<file path="src/sv/flpd_pkg.sv">
// Shared types, constants and the low-pass coefficient table of the FIR-to-PWM block.
`default_nettype none

package flpd_pkg;

  localparam int SAMPLE_W     = 12;
  localparam int Q15_W        = 26;
  localparam int PWM_W        = 16;
  localparam int COEF_IDX_W   = 6;
  localparam int PWM_X_W      = 28;
  localparam int PWM_SHIFT    = 27;
  localparam int Q15_MAX_VAL  = 33554431;
  localparam int Q15_MIN_VAL  = -33554432;
  localparam logic [PWM_W-1:0] PWM_FS_RESET = 16'd16000;

  // Controls from the sequencer to the multiply-accumulate unit.
  typedef struct packed {
    logic                  clear;
    logic                  mul_en;
    logic [COEF_IDX_W-1:0] coef_idx;
  } mac_ctl_t;

  // Controls from the sequencer to the output scaling pipeline.
  typedef struct packed {
    logic scale_en;
    logic mul_en;
  } pwm_ctl_t;

  // Low-pass coefficients in Q1.15; taps past the end of the table are zero.
  function automatic logic signed [15:0] coef_q15(input logic [COEF_IDX_W-1:0] idx);
    logic signed [15:0] c;
    case (idx)
      6'd0:    c = -16'sd36;
      6'd1:    c = -16'sd75;
      6'd2:    c = -16'sd115;
      6'd3:    c = -16'sd147;
      6'd4:    c = -16'sd167;
      6'd5:    c = -16'sd170;
      6'd6:    c = -16'sd147;
      6'd7:    c = -16'sd95;
      6'd8:    c = 16'sd0;
      6'd9:    c = 16'sd138;
      6'd10:   c = 16'sd311;
      6'd11:   c = 16'sd505;
      6'd12:   c = 16'sd698;
      6'd13:   c = 16'sd868;
      6'd14:   c = 16'sd999;
      6'd15:   c = 16'sd1065;
      6'd16:   c = 16'sd1065;
      6'd17:   c = 16'sd999;
      6'd18:   c = 16'sd868;
      6'd19:   c = 16'sd698;
      6'd20:   c = 16'sd505;
      6'd21:   c = 16'sd311;
      6'd22:   c = 16'sd138;
      6'd23:   c = 16'sd0;
      6'd24:   c = -16'sd95;
      6'd25:   c = -16'sd147;
      6'd26:   c = -16'sd170;
      6'd27:   c = -16'sd167;
      6'd28:   c = -16'sd147;
      6'd29:   c = -16'sd115;
      6'd30:   c = -16'sd75;
      default: c = 16'sd0;
    endcase
    return c;
  endfunction

endpackage

`default_nettype wire

</file>
<file path="src/sv/flpd_cell.sv">
// One delay-line cell: holds a sample and passes it to the next cell when the row moves.
`default_nettype none

module flpd_cell
  import flpd_pkg::*;
(
  input  wire logic                clk,
  input  wire logic                rst_n,
  input  wire logic                shift_en,
  input  wire logic [SAMPLE_W-1:0] d_in,
  output logic      [SAMPLE_W-1:0] q
);

  logic [SAMPLE_W-1:0] q_r;

  // The history starts cleared after reset.
  always_ff @(posedge clk) begin
    if (!rst_n) begin
      q_r <= '0;
    end else if (shift_en) begin
      q_r <= d_in;
    end
  end

  assign q = q_r;

endmodule

`default_nettype wire

</file>
<file path="src/sv/flpd_mac.sv">
// Shared multiply-accumulate unit that consumes one tap per cycle from the end of the row.
`default_nettype none

module flpd_mac
  import flpd_pkg::*;
#(
  parameter int TAPS      = 31,
  parameter int COEF_BITS = 16,
  localparam int ACC_W    = COEF_BITS + SAMPLE_W + 1 + $clog2(TAPS + 1)
) (
  input  wire logic                    clk,
  input  wire logic                    rst_n,
  input  wire mac_ctl_t                ctl,
  input  wire logic [SAMPLE_W-1:0]     sample,
  output logic signed [ACC_W-1:0]      acc
);

  localparam int FRAC  = COEF_BITS - 1;
  localparam int UP    = (FRAC >= 15) ? FRAC - 15 : 0;
  localparam int DN    = (FRAC < 15) ? 15 - FRAC : 0;
  localparam int RND   = (DN > 0) ? (1 << (DN - 1)) : 0;
  localparam int PROD_W = COEF_BITS + SAMPLE_W + 1;

  int                          coef_wide;
  logic signed [COEF_BITS-1:0] coef;
  logic signed [PROD_W-1:0]    s_ext;
  logic signed [PROD_W-1:0]    c_ext;
  logic signed [PROD_W-1:0]    prod_nxt;
  logic signed [PROD_W-1:0]    prod_r;
  logic                        prod_vld_r;
  logic signed [ACC_W-1:0]     acc_r;

  // Rescale the Q1.15 coefficient: exact left shift for longer formats, round half up
  // for shorter ones.
  always_comb begin
    coef_wide = ((int'(coef_q15(ctl.coef_idx)) <<< UP) + RND) >>> DN;
    coef      = COEF_BITS'(coef_wide);
    s_ext     = {{COEF_BITS{1'b0}}, 1'b0, sample};
    c_ext     = {{(SAMPLE_W + 1){coef[COEF_BITS-1]}}, coef};
    prod_nxt  = s_ext * c_ext;
  end

  always_ff @(posedge clk) begin
    if (!rst_n) begin
      prod_vld_r <= 1'b0;
    end else if (ctl.clear) begin
      prod_vld_r <= 1'b0;
    end else begin
      prod_vld_r <= ctl.mul_en;
    end
  end

  always_ff @(posedge clk) begin
    if (ctl.mul_en) begin
      prod_r <= prod_nxt;
    end
    if (ctl.clear) begin
      acc_r <= '0;
    end else if (prod_vld_r) begin
      acc_r <= acc_r + ACC_W'(prod_r);
    end
  end

  assign acc = acc_r;

endmodule

`default_nettype wire

</file>
<file path="src/sv/flpd_pwm.sv">
// Converts the accumulated sum to a saturated Q.15 value and a clamped PWM compare value.
`default_nettype none

module flpd_pwm
  import flpd_pkg::*;
#(
  parameter int TAPS      = 31,
  parameter int COEF_BITS = 16,
  localparam int ACC_W    = COEF_BITS + SAMPLE_W + 1 + $clog2(TAPS + 1)
) (
  input  wire logic                    clk,
  input  wire pwm_ctl_t                ctl,
  input  wire logic signed [ACC_W-1:0] acc,
  input  wire logic [PWM_W-1:0]        full_scale,
  output logic signed [Q15_W-1:0]      q15_sat,
  output logic [PWM_W-1:0]             pwm
);

  localparam int FRAC   = COEF_BITS - 1;
  localparam int SHL    = (FRAC < 15) ? 15 - FRAC : 0;
  localparam int SHR    = (FRAC > 15) ? FRAC - 15 : 0;
  localparam int Q_W    = ACC_W + 8;
  localparam int PPROD_W = PWM_X_W + PWM_W;
  localparam logic signed [Q_W-1:0] Q_HI  = Q_W'(Q15_MAX_VAL);
  localparam logic signed [Q_W-1:0] Q_LO  = Q_W'(Q15_MIN_VAL);
  localparam logic signed [Q_W-1:0] X_LIM = Q_W'((1 << PWM_SHIFT) - 1);

  logic signed [Q_W-1:0]     acc_ext;
  logic signed [Q_W-1:0]     q15;
  logic signed [Q15_W-1:0]   sat_nxt;
  logic [PWM_X_W-1:0]        x_nxt;
  logic signed [Q15_W-1:0]   sat_r;
  logic [PWM_X_W-1:0]        x_r;
  logic [PPROD_W-1:0]        pprod_nxt;
  logic [PPROD_W-1:0]        pprod_r;
  logic [PWM_W:0]            mapped;

  always_comb begin
    acc_ext = Q_W'(acc);
    q15     = (acc_ext <<< SHL) >>> SHR;
    if (q15 > Q_HI) begin
      sat_nxt = Q15_W'(Q_HI);
    end else if (q15 < Q_LO) begin
      sat_nxt = Q15_W'(Q_LO);
    end else begin
      sat_nxt = q15[Q15_W-1:0];
    end
    // Anything at or beyond 2^27 maps to full scale or past it, so it is pinned to exactly 2^27.
    if (q15[Q_W-1] || (q15 == '0)) begin
      x_nxt = '0;
    end else if (q15 > X_LIM) begin
      x_nxt = {1'b1, {(PWM_X_W - 1){1'b0}}};
    end else begin
      x_nxt = q15[PWM_X_W-1:0];
    end
    pprod_nxt = {{PWM_W{1'b0}}, x_r} * {{PWM_X_W{1'b0}}, full_scale};
    mapped    = pprod_r[PPROD_W-1:PWM_SHIFT];
  end

  always_ff @(posedge clk) begin
    if (ctl.scale_en) begin
      sat_r <= sat_nxt;
      x_r   <= x_nxt;
    end
    if (ctl.mul_en) begin
      pprod_r <= pprod_nxt;
    end
  end

  always_comb begin
    q15_sat = sat_r;
    if (full_scale == '0) begin
      pwm = '0;
    end else if (mapped >= {1'b0, full_scale}) begin
      pwm = full_scale - 1'b1;
    end else begin
      pwm = mapped[PWM_W-1:0];
    end
  end

endmodule

`default_nettype wire

</file>
<file path="src/sv/fir_lowpass_to_pwm_duty.sv">
// Top level of the 31-tap low-pass FIR filter that drives a PWM compare value.
`default_nettype none

// This block filters 12-bit ADC samples with a fixed low-pass FIR and maps the result
// onto a PWM compare value. Each accepted request shifts its sample into a row of TAPS
// delay cells, which then rotate once around the ring, presenting one stored sample per
// cycle to a single shared multiplier that accumulates the coefficient products. An item
// therefore passes through these steps in order: loading the sample, one multiplication
// per tap, draining the last product into the accumulator, converting to Q.15 and
// saturating, the PWM scaling multiply, and loading the output register. The next
// request can be accepted only once the output register has been loaded, since the one
// multiplier walking the cell ring serves one sample at a time. A new sample is taken
// while a finished result still waits in the output register; the result is handed
// over as soon as that register is free. filtered_q15 is the FIR sum with 15 fraction
// bits, saturated to 26 bits, and pwm_compare is floor(sum * pwm_full_scale / 2^27)
// computed from the unsaturated sum, forced to zero for a negative sum and to
// pwm_full_scale - 1 at or above full scale. The pwm_full_scale register resets to
// 16000 and should only be written while the block holds no request in flight.

module fir_lowpass_to_pwm_duty
  import flpd_pkg::*;
#(
  parameter int TAPS      = 31,
  parameter int COEF_BITS = 16
) (
  input  wire logic                    clk,
  input  wire logic                    rst_n,
  // Sample requests.
  input  wire logic                    in_valid,
  output logic                         in_stall,
  input  wire logic [SAMPLE_W-1:0]     in_sample,
  // Filter results.
  output logic                         out_valid,
  input  wire logic                    out_stall,
  output logic signed [Q15_W-1:0]      out_filtered_q15,
  output logic [PWM_W-1:0]             out_pwm_compare,
  // Full-scale register write.
  input  wire logic                    cfg_valid,
  output logic                         cfg_ready,
  input  wire logic [PWM_W-1:0]        cfg_pwm_full_scale
);

  localparam int IDX_W = (TAPS > 1) ? $clog2(TAPS) : 1;
  localparam int ACC_W = COEF_BITS + SAMPLE_W + 1 + $clog2(TAPS + 1);
  localparam logic [IDX_W-1:0] IDX_LAST = IDX_W'(TAPS - 1);

  typedef enum logic [2:0] {
    S_IDLE,
    S_MAC,
    S_DRAIN,
    S_SCALE,
    S_MUL,
    S_OUT
  } state_t;

  state_t                   state_r;
  logic [IDX_W-1:0]         idx_r;
  logic [PWM_W-1:0]         fs_r;
  logic                     out_valid_r;
  logic signed [Q15_W-1:0]  out_q15_r;
  logic [PWM_W-1:0]         out_pwm_r;

  logic                     accept;
  logic                     shift_en;
  logic [SAMPLE_W-1:0]      cell_q [TAPS];
  logic [SAMPLE_W-1:0]      cell_d [TAPS];
  mac_ctl_t                 mac_ctl;
  pwm_ctl_t                 pwm_ctl;
  logic signed [ACC_W-1:0]  acc;
  logic signed [Q15_W-1:0]  q15_sat;
  logic [PWM_W-1:0]         pwm;

  assign in_stall  = (state_r != S_IDLE);
  assign accept    = in_valid && !in_stall;
  assign cfg_ready = 1'b1;

  // The row moves on a new sample and during every multiply cycle. While multiplying,
  // the last cell wraps to the first, so once the multiply pass ends the row is back in order.
  assign shift_en = accept || (state_r == S_MAC);

  always_comb begin
    cell_d[0] = accept ? in_sample : cell_q[TAPS-1];
    for (int i = 1; i < TAPS; i++) begin
      cell_d[i] = cell_q[i-1];
    end
  end

  for (genvar g = 0; g < TAPS; g++) begin : g_cell
    flpd_cell u_cell (
      .clk      (clk),
      .rst_n    (rst_n),
      .shift_en (shift_en),
      .d_in     (cell_d[g]),
      .q        (cell_q[g])
    );
  end

  // After k rotations the last cell holds the sample of tap TAPS-1-k, so the
  // coefficient index counts down from the last tap to tap zero.
  always_comb begin
    mac_ctl.clear    = accept;
    mac_ctl.mul_en   = (state_r == S_MAC);
    mac_ctl.coef_idx = COEF_IDX_W'(idx_r);
    pwm_ctl.scale_en = (state_r == S_SCALE);
    pwm_ctl.mul_en   = (state_r == S_MUL);
  end

  flpd_mac #(
    .TAPS      (TAPS),
    .COEF_BITS (COEF_BITS)
  ) u_mac (
    .clk    (clk),
    .rst_n  (rst_n),
    .ctl    (mac_ctl),
    .sample (cell_q[TAPS-1]),
    .acc    (acc)
  );

  flpd_pwm #(
    .TAPS      (TAPS),
    .COEF_BITS (COEF_BITS)
  ) u_pwm (
    .clk        (clk),
    .ctl        (pwm_ctl),
    .acc        (acc),
    .full_scale (fs_r),
    .q15_sat    (q15_sat),
    .pwm        (pwm)
  );

  // Sequencer, configuration register and output register.
  always_ff @(posedge clk) begin
    if (!rst_n) begin
      state_r     <= S_IDLE;
      idx_r       <= '0;
      fs_r        <= PWM_FS_RESET;
      out_valid_r <= 1'b0;
    end else begin
      if (cfg_valid && cfg_ready) begin
        fs_r <= cfg_pwm_full_scale;
      end
      // In the output state the new result takes over the register instead.
      if (out_valid_r && !out_stall && (state_r != S_OUT)) begin
        out_valid_r <= 1'b0;
      end
      case (state_r)
        S_IDLE: begin
          if (accept) begin
            idx_r   <= IDX_LAST;
            state_r <= S_MAC;
          end
        end
        S_MAC: begin
          if (idx_r == '0) begin
            state_r <= S_DRAIN;
          end else begin
            idx_r <= idx_r - 1'b1;
          end
        end
        S_DRAIN: begin
          state_r <= S_SCALE;
        end
        S_SCALE: begin
          state_r <= S_MUL;
        end
        S_MUL: begin
          state_r <= S_OUT;
        end
        S_OUT: begin
          if (!out_valid_r || !out_stall) begin
            out_valid_r <= 1'b1;
            out_q15_r   <= q15_sat;
            out_pwm_r   <= pwm;
            state_r     <= S_IDLE;
          end
        end
        default: begin
          state_r <= S_IDLE;
        end
      endcase
    end
  end

  assign out_valid        = out_valid_r;
  assign out_filtered_q15 = out_q15_r;
  assign out_pwm_compare  = out_pwm_r;

  // A new sample always starts the multiply pass at the last tap.
  a_start_pass: assert property (@(posedge clk) disable iff (!rst_n)
    accept |=> (state_r == S_MAC) && (idx_r == IDX_LAST))
    else $error("multiply pass did not start at the last tap");

  // The multiply pass ends after tap zero and hands over to the drain cycle.
  a_end_pass: assert property (@(posedge clk) disable iff (!rst_n)
    (state_r == S_MAC) && (idx_r == '0) |=> (state_r == S_DRAIN))
    else $error("multiply pass did not end after tap zero");

  // The compare value stays below full scale.
  a_pwm_range: assert property (@(posedge clk) disable iff (!rst_n)
    out_valid_r && (fs_r != '0) |-> (out_pwm_compare < fs_r))
    else $error("PWM compare value reached full scale");

  // A negative filter output gives a zero compare value.
  a_pwm_negative: assert property (@(posedge clk) disable iff (!rst_n)
    out_valid_r && out_filtered_q15[Q15_W-1] |-> (out_pwm_compare == '0))
    else $error("negative filter output gave a nonzero compare value");

endmodule

`default_nettype wire

</file>
<file path="config.mk">
export PLATFORM = sky130hd
export DESIGN_NAME = fir_lowpass_to_pwm_duty
export DESIGN_NICKNAME = d
export VERILOG_FILES = /design/src/sv/flpd_pkg.sv /design/src/sv/flpd_cell.sv /design/src/sv/flpd_mac.sv /design/src/sv/flpd_pwm.sv /design/src/sv/fir_lowpass_to_pwm_duty.sv
export SDC_FILE = /design/constraint.sdc
export NUM_CORES = 2
export LEC_CHECK = 0
export ABC_CLOCK_PERIOD_IN_PS = 12950
export BUFFER_PORTS_ARGS = -buffer_cell sky130_fd_sc_hd__buf_2
export CAP_MARGIN = 20
export CORE_MARGIN = 2
export CORE_UTILIZATION = 53
export DETAILED_ROUTE_END_ITERATION = 7
export GPL_ROUTABILITY_DRIVEN = 0
export PLACE_DENSITY_LB_ADDON = 0.08
export SYNTH_ARGS = -nofsm -noshare
export SYNTH_HDL_FRONTEND = slang
export SYNTH_SLANG_ARGS = --single-unit
</file>
<file path="constraint.sdc">
create_clock -name clk -period 12.95 [get_ports clk]
set_input_delay 1.295 -clock clk [delete_from_list [all_inputs] [get_ports clk]]
set_output_delay 1.295 -clock clk [all_outputs]
set_load 0.02 [all_outputs]
</file>
# Word-level counts from Yosys, hierarchy flattened
# Memory sizes are Yosys's and may differ from the RTL's. A register that Yosys moved wholly into a read port is not among the register bits.
# Index checks and enable logic that the tools add are counted.
# totals
regBits	601
romBits	512
inputBits	33
output_inout_bits	45
word_cells	101
mem_count	1
# memory_table
memory	depth	width	read_ports	rd_clocked_by_memory_dff	wr	line_no	source
(name not given)	32	16	1	1	0	flpd_pkg.sv:32	case (idx)
# classes
n_addsub	3
multipliers	2
order_cmp	4
eq_ne	10
n_mux	16
n_bitwise	1
n_reduce_logical	20
# ops
cell	n
multiplier 28 x 16 -> 44 bit	1
logical NOT 42 bit	1
adder 34 x 29 -> 34 bit	1
greater-than comparator 34 x 26 -> 1 bit, second input constant	1
greater-than comparator 34 x 28 -> 1 bit, second input constant	1
< comparator 34 x 26 -> 1 bit, second input constant	1
multiplier 13 x 16 -> 29 bit	1
2-to-1 mux 28 bit	1
2-to-1 mux 26 bit	1
2-to-1 mux 5 bit	4
case mux 3 bit (6 select lines)	1
greater-or-equal comparator 17 x 16 -> 1 bit	1
logical NOT 16 bit	1
2-to-1 mux 16 bit	1
subtractor 16 x 1 -> 16 bit, second input constant	1
2-to-1 mux 12 bit	1
case mux 5 bit (2 select lines)	1
2-to-1 mux 3 bit	3
AND reduction 3 bit	3
!= test 2 bit, second input constant	4
== test 3 x 2 -> 1 bit, second input constant	2
== test 3 bit, second input constant	2
logical NOT 5 bit	1
subtractor 5 x 1 -> 5 bit, second input constant	1
11 further kinds	20

# Depth between registers and ports, before layout
# depth
depth_word	7
mapped_depth	24
depth_no_buf	23

# Hierarchy
# From an unflattened synthesis, not the netlist that was laid out.
# unflattened
hier_cells	4413
area_unflattened_um2	44375.1
# modules_own_cells
module	n_inst	cells_per_inst	area_per_inst_um2	seq_area_each_um2
flpd_pwm	1	1831	17125.2	2132.0
flpd_cell	31	38	450.4	240.2
flpd_mac	1	1236	10734.0	1571.5
fir_lowpass_to_pwm_duty	1	168	2552.4	1761.7

# Least setup slack after synthesis
# OpenSTA, ideal clock, no wires.
# synth_path
path_type	register to register
startpoint	register fs_r[9]
endpoint	register u_pwm.pprod_r[43], data pin
setup_time_ps	260
arrival_time_ps	6156
required_ps	12690
slack_ps	6535
path_stages_with_launch	23
synth_period_minus_slack_ps	6415
cell_sequence	dfxtp_1 clkbuf_1 clkbuf_1 nand2_1 fa_1 inv_1 fa_1 fa_1 fa_1 fa_1 inv_1 fa_1 inv_1 ha_1 and4_1 nor3b_1 a31oi_1 o311ai_0 o21ba_2 a211oi_4 o221ai_2 a21oi_1 xnor2_1
# synth_via
elab_chain_cells	1
# synth_rtl
item	line_no	source
start: declaration	fir_lowpass_to_pwm_duty.sv:58	logic [PWM_W-1:0] fs_r;
start signal: assignment	fir_lowpass_to_pwm_duty.sv:140	fs_r <= cfg_pwm_full_scale;
multiplier 28 x 16 -> 44 bit	flpd_pwm.sv:56	pprod_nxt = {{PWM_W{1'b0}}, x_r} * {{PWM_X_W{1'b0}}, full_scale};
net u_pwm.pprod_nxt[43]	flpd_pwm.sv:34	logic [PPROD_W-1:0] pprod_nxt;
end signal: assignment	flpd_pwm.sv:66	pprod_r <= pprod_nxt;
end: declaration	flpd_pwm.sv:35	logic [PPROD_W-1:0] pprod_r;
# The timed path passes the listed nets, and every way through them passes these cells.
# A chain may end at the register's enable or synchronous reset.

# Worst setup path in the final report
# Same ends and word-level chain as after synthesis.

==> metrics.csv <==
metric,value,unit
r2r-start,fs_r[9],
hold_path_class,reg2reg,
synthArstFlopShare,0,%
maxSlewViolCount,0,
row_count,104,
fin_crit_sh,55.3,%
critPathLaunchType,flop,
drc,0,
p_leak,19.6,nW
yosysMostFrequentCell,nand2_1,
place_ws,5.83,ns
postCtsSetupBuffers,0,
required,13.35,ns
synth_edf_count,142,
crit_type,reg2reg,
ff2ff_path_depth,21,
grt_max_degree,145,
start_util,53.3,%
syn_area_per_cell,8.88,um2
cts_resized,0,
grt_remaining_overflow,0,
syn2layout_area_growth,7.39,%
hold_viol,0,
final_nets,5488,
clk_path_buf_depth,3,
first_pass_iters,7,
rrSetupSlack,5.78,ns
critPathCapture,u_pwm.pprod_r[43],
numCtsBuffers,61,
yosys.area.top_type,fa_1,
maxClockFrequency,140,MHz
crit_arrival,7.57,ns
p_total,7.40,mW
grt_pass1_wl,160,mm
finClkSkew,0.0654,ns
crit_chain,buf_4 -> nand2_1 -> fa_1 -> inv_1 -> fa_1 -> fa_1 -> fa_1 -> fa_1 -> inv_1 -> fa_1 -> inv_1 -> ha_1 -> and4_1 -> nor3b_1 -> a31oi_1 -> o311ai_0 -> o21ba_2 -> a211oi_4 -> o221ai_2 -> a21oi_1 -> xnor2_1,
coreArea,80200,um2
clock_latency,0.68,ns
synth-seq-cells,586,
ys_seq_area_share,30.8,%
setup_slack,5.78,ns
wl_per_cell,16.6,um
root_buffer,clkbuf_16,
power.density,161,nW/um2
synthDistinctLibCells,82,
synth.net_count,5588,
grt_setup_unrepaired,no,
antenna_found_initial,2,
crit_path_end_kind,flop,
maxCapViolations,0,
synth_area,42700,um2
htree_levels,2,
crit_family,adder cells,
timing.slew.headroom,24.2,%
synthTopCellsByArea,"fa_1 (24%), dfxtp_1 (21%), edfxtp_1 (10%)",
drive_above_1_share,5.29,%
drt_iter0_drc,2116,
setup_viol_count_final,0,
routed_wl,96.6,mm
status,"complete, no violations",
grt_usage,23.9,%
fin_crit,7.17,ns
synth_ff_type,dfxtp_1,
ir_drop,0.000188,V
worst_path_max_delay_cell,dfxtp_1,
die_h,288,um
syn-instance-count,4813,
worst_pin_slew,1.14,ns
cts.sinks,586,
setup_tns,0,ns
worst_r2r_endpoint,u_pwm.pprod_r[43],
detail-route-antenna-nets,0,
cts_tree,built,
ctsHoldBuffers,0,
netlist.area_leader.share,23.7,%
io_pins,78,
crit_fanout,17,
die_w,288,um
synth_commonest_cells,"nand2_1 (1,132), inv_1 (625), fa_1 (506)",
vias,31043,
fillers,7474,
clkTransAtPathRegs,0.06,ns
slowest_delay,1.00,ns
crit_buf_inv,4,
grt_pass1_vias,30775,
dieArea,82900,um2
crit_cells,21,
via_per_inst,5.33,
critPathLaunch,fs_r[9],
yosys_warnings,0,
hpwl,67.7,mm
io_buffers,76,
n_antenna_cell,0,
crit_top_cell,fa_1,
-- state kept, by name, indices dropped and copies added, names as in the netlist, 17 cells and up --
signal and flops:
g_cell.u_cell.q 372, u_mac.acc 34, u_mac.prod_r 29, u_pwm.x_r 28, out_filtered_q15 26, u_pwm.q15_sat 26, u_pwm.pprod_r 17
-- cell type report --
| type | count | area, um2 | share of cell area [%] |
|---|---|---|---|
| clock buffer | 96 | 1910 | 4.15 |
| clock inverter | 17 | 244 | 0.532 |
| timing repair buffer | 112 | 678 | 1.48 |
| multi-input combinational | 3324 | 26200 | 57.1 |
| inverter | 628 | 2360 | 5.15 |
| sequential | 586 | 13200 | 28.7 |
| tap | 1060 | 1330 | 2.89 |
-- where the power goes --
| group | internal (mW) | total [mW] | switching [mW] |
|---|---|---|---|
| clock | 1.07 | 1.82 | 0.752 |
| combinational | 1.36 | 3.34 | 1.98 |
| sequential | 2.06 | 2.23 | 0.172 |
-- cells by family after synthesis --
group,after synthesis,synth area share [%]
AOI/OAI and AO/OA,754,10.4
xor gates and xnor gates,72,1.48
adders and majority gates,742,30.6
buffers and inverters,903,7.99
DFF,586,30.8
muxes,47,1.10
other,1,0.00878
and+or+nand+nor,1708,17.6
-- layout by cell type, fill, tap and decap left out, types with 6 or more instances in the layout --
master     netlist  final
clkinv_2         0      6
a21o_1          69     69
a31oi_1         17     17
clkbuf_8         0     18
and2_1         302    302
nor4_1          11     11
nor3_1          33     32
dfxtp_1        444    443
xnor2_1         50     50
o21bai_1        17     17
edfxtp_1       142    142
nand4_1         19     19
or3_1           11     11
inv_1          625    625
nor2_1         116    114
nand2b_1         6      6
xor2_1          22     22
buf_4            1     34
nand2_1       1132   1132
fa_1           506    506
mux2i_1         47     47
a21oi_1        458    457
o211ai_1        20     20
o21ai_0         62     61
clkbuf_1       247     11
buf_2           13     76
clkbuf_16        0     64
a211oi_1        27     27
and3_1          11     11
nor2b_1         11     11
nand3_1         35     35
o21a_1          18     17
ha_1           236    236
-- through the flow --
stage	hold WS (ns)	cell area (um2)	util [%]	std cells
finish	0.405	45900	57.2	5823
global route	0.419	45900	57.2	5823
CTS	0.400	45800	57.2	5821
detailed placement	0.405	43700	54.5	5708
global placement	0.403	43700	54.5	5708
floorplan	0.400	42700	-	4813
-- routing by layer --
metal / track usage (%) / vias up / routed length (um)
met5: 0 / - / 26
met4: 5.98 / 4 / 2310
li1: - / 14980 / -
met2: 38.4 / 694 / 44400
met3: 4.42 / 144 / 5590
met1: 33.5 / 15221 / 44300
-- worst reg2reg max path: stages, from the launching register on --
cell	delay, ns
dfxtp_1	1.00
buf_4	0.41
nand2_1	0.11
fa_1	0.51
inv_1	0.05
fa_1	0.53
fa_1	0.44
fa_1	0.51
fa_1	0.54
inv_1	0.05
fa_1	0.52
inv_1	0.04
ha_1	0.35
and4_1	0.25
nor3b_1	0.15
a31oi_1	0.13
o311ai_0	0.21
o21ba_2	0.33
a211oi_4	0.34
o221ai_2	0.16
a21oi_1	0.19
xnor2_1	0.08
-- worst min path at each step --
stage	from	end	slack, ns	depth (start not counted)
after detailed placement	u_pwm.q15_sat[8]	out_filtered_q15[8]	0.41	0
after floorplan	u_pwm.q15_sat[0]	out_filtered_q15[0]	0.40	0
after CTS	g_cell[29].u_cell.q[4]	g_cell[30].u_cell.q[4]	0.40	2
after global placement	u_pwm.q15_sat[0]	out_filtered_q15[0]	0.40	0
final	g_cell[25].u_cell.q[11]	g_cell[26].u_cell.q[11]	0.40	2
after global routing	u_pwm.q15_sat[3]	out_filtered_q15[3]	0.42	0
No activity file was read; power rests on OpenSTA's default activity.
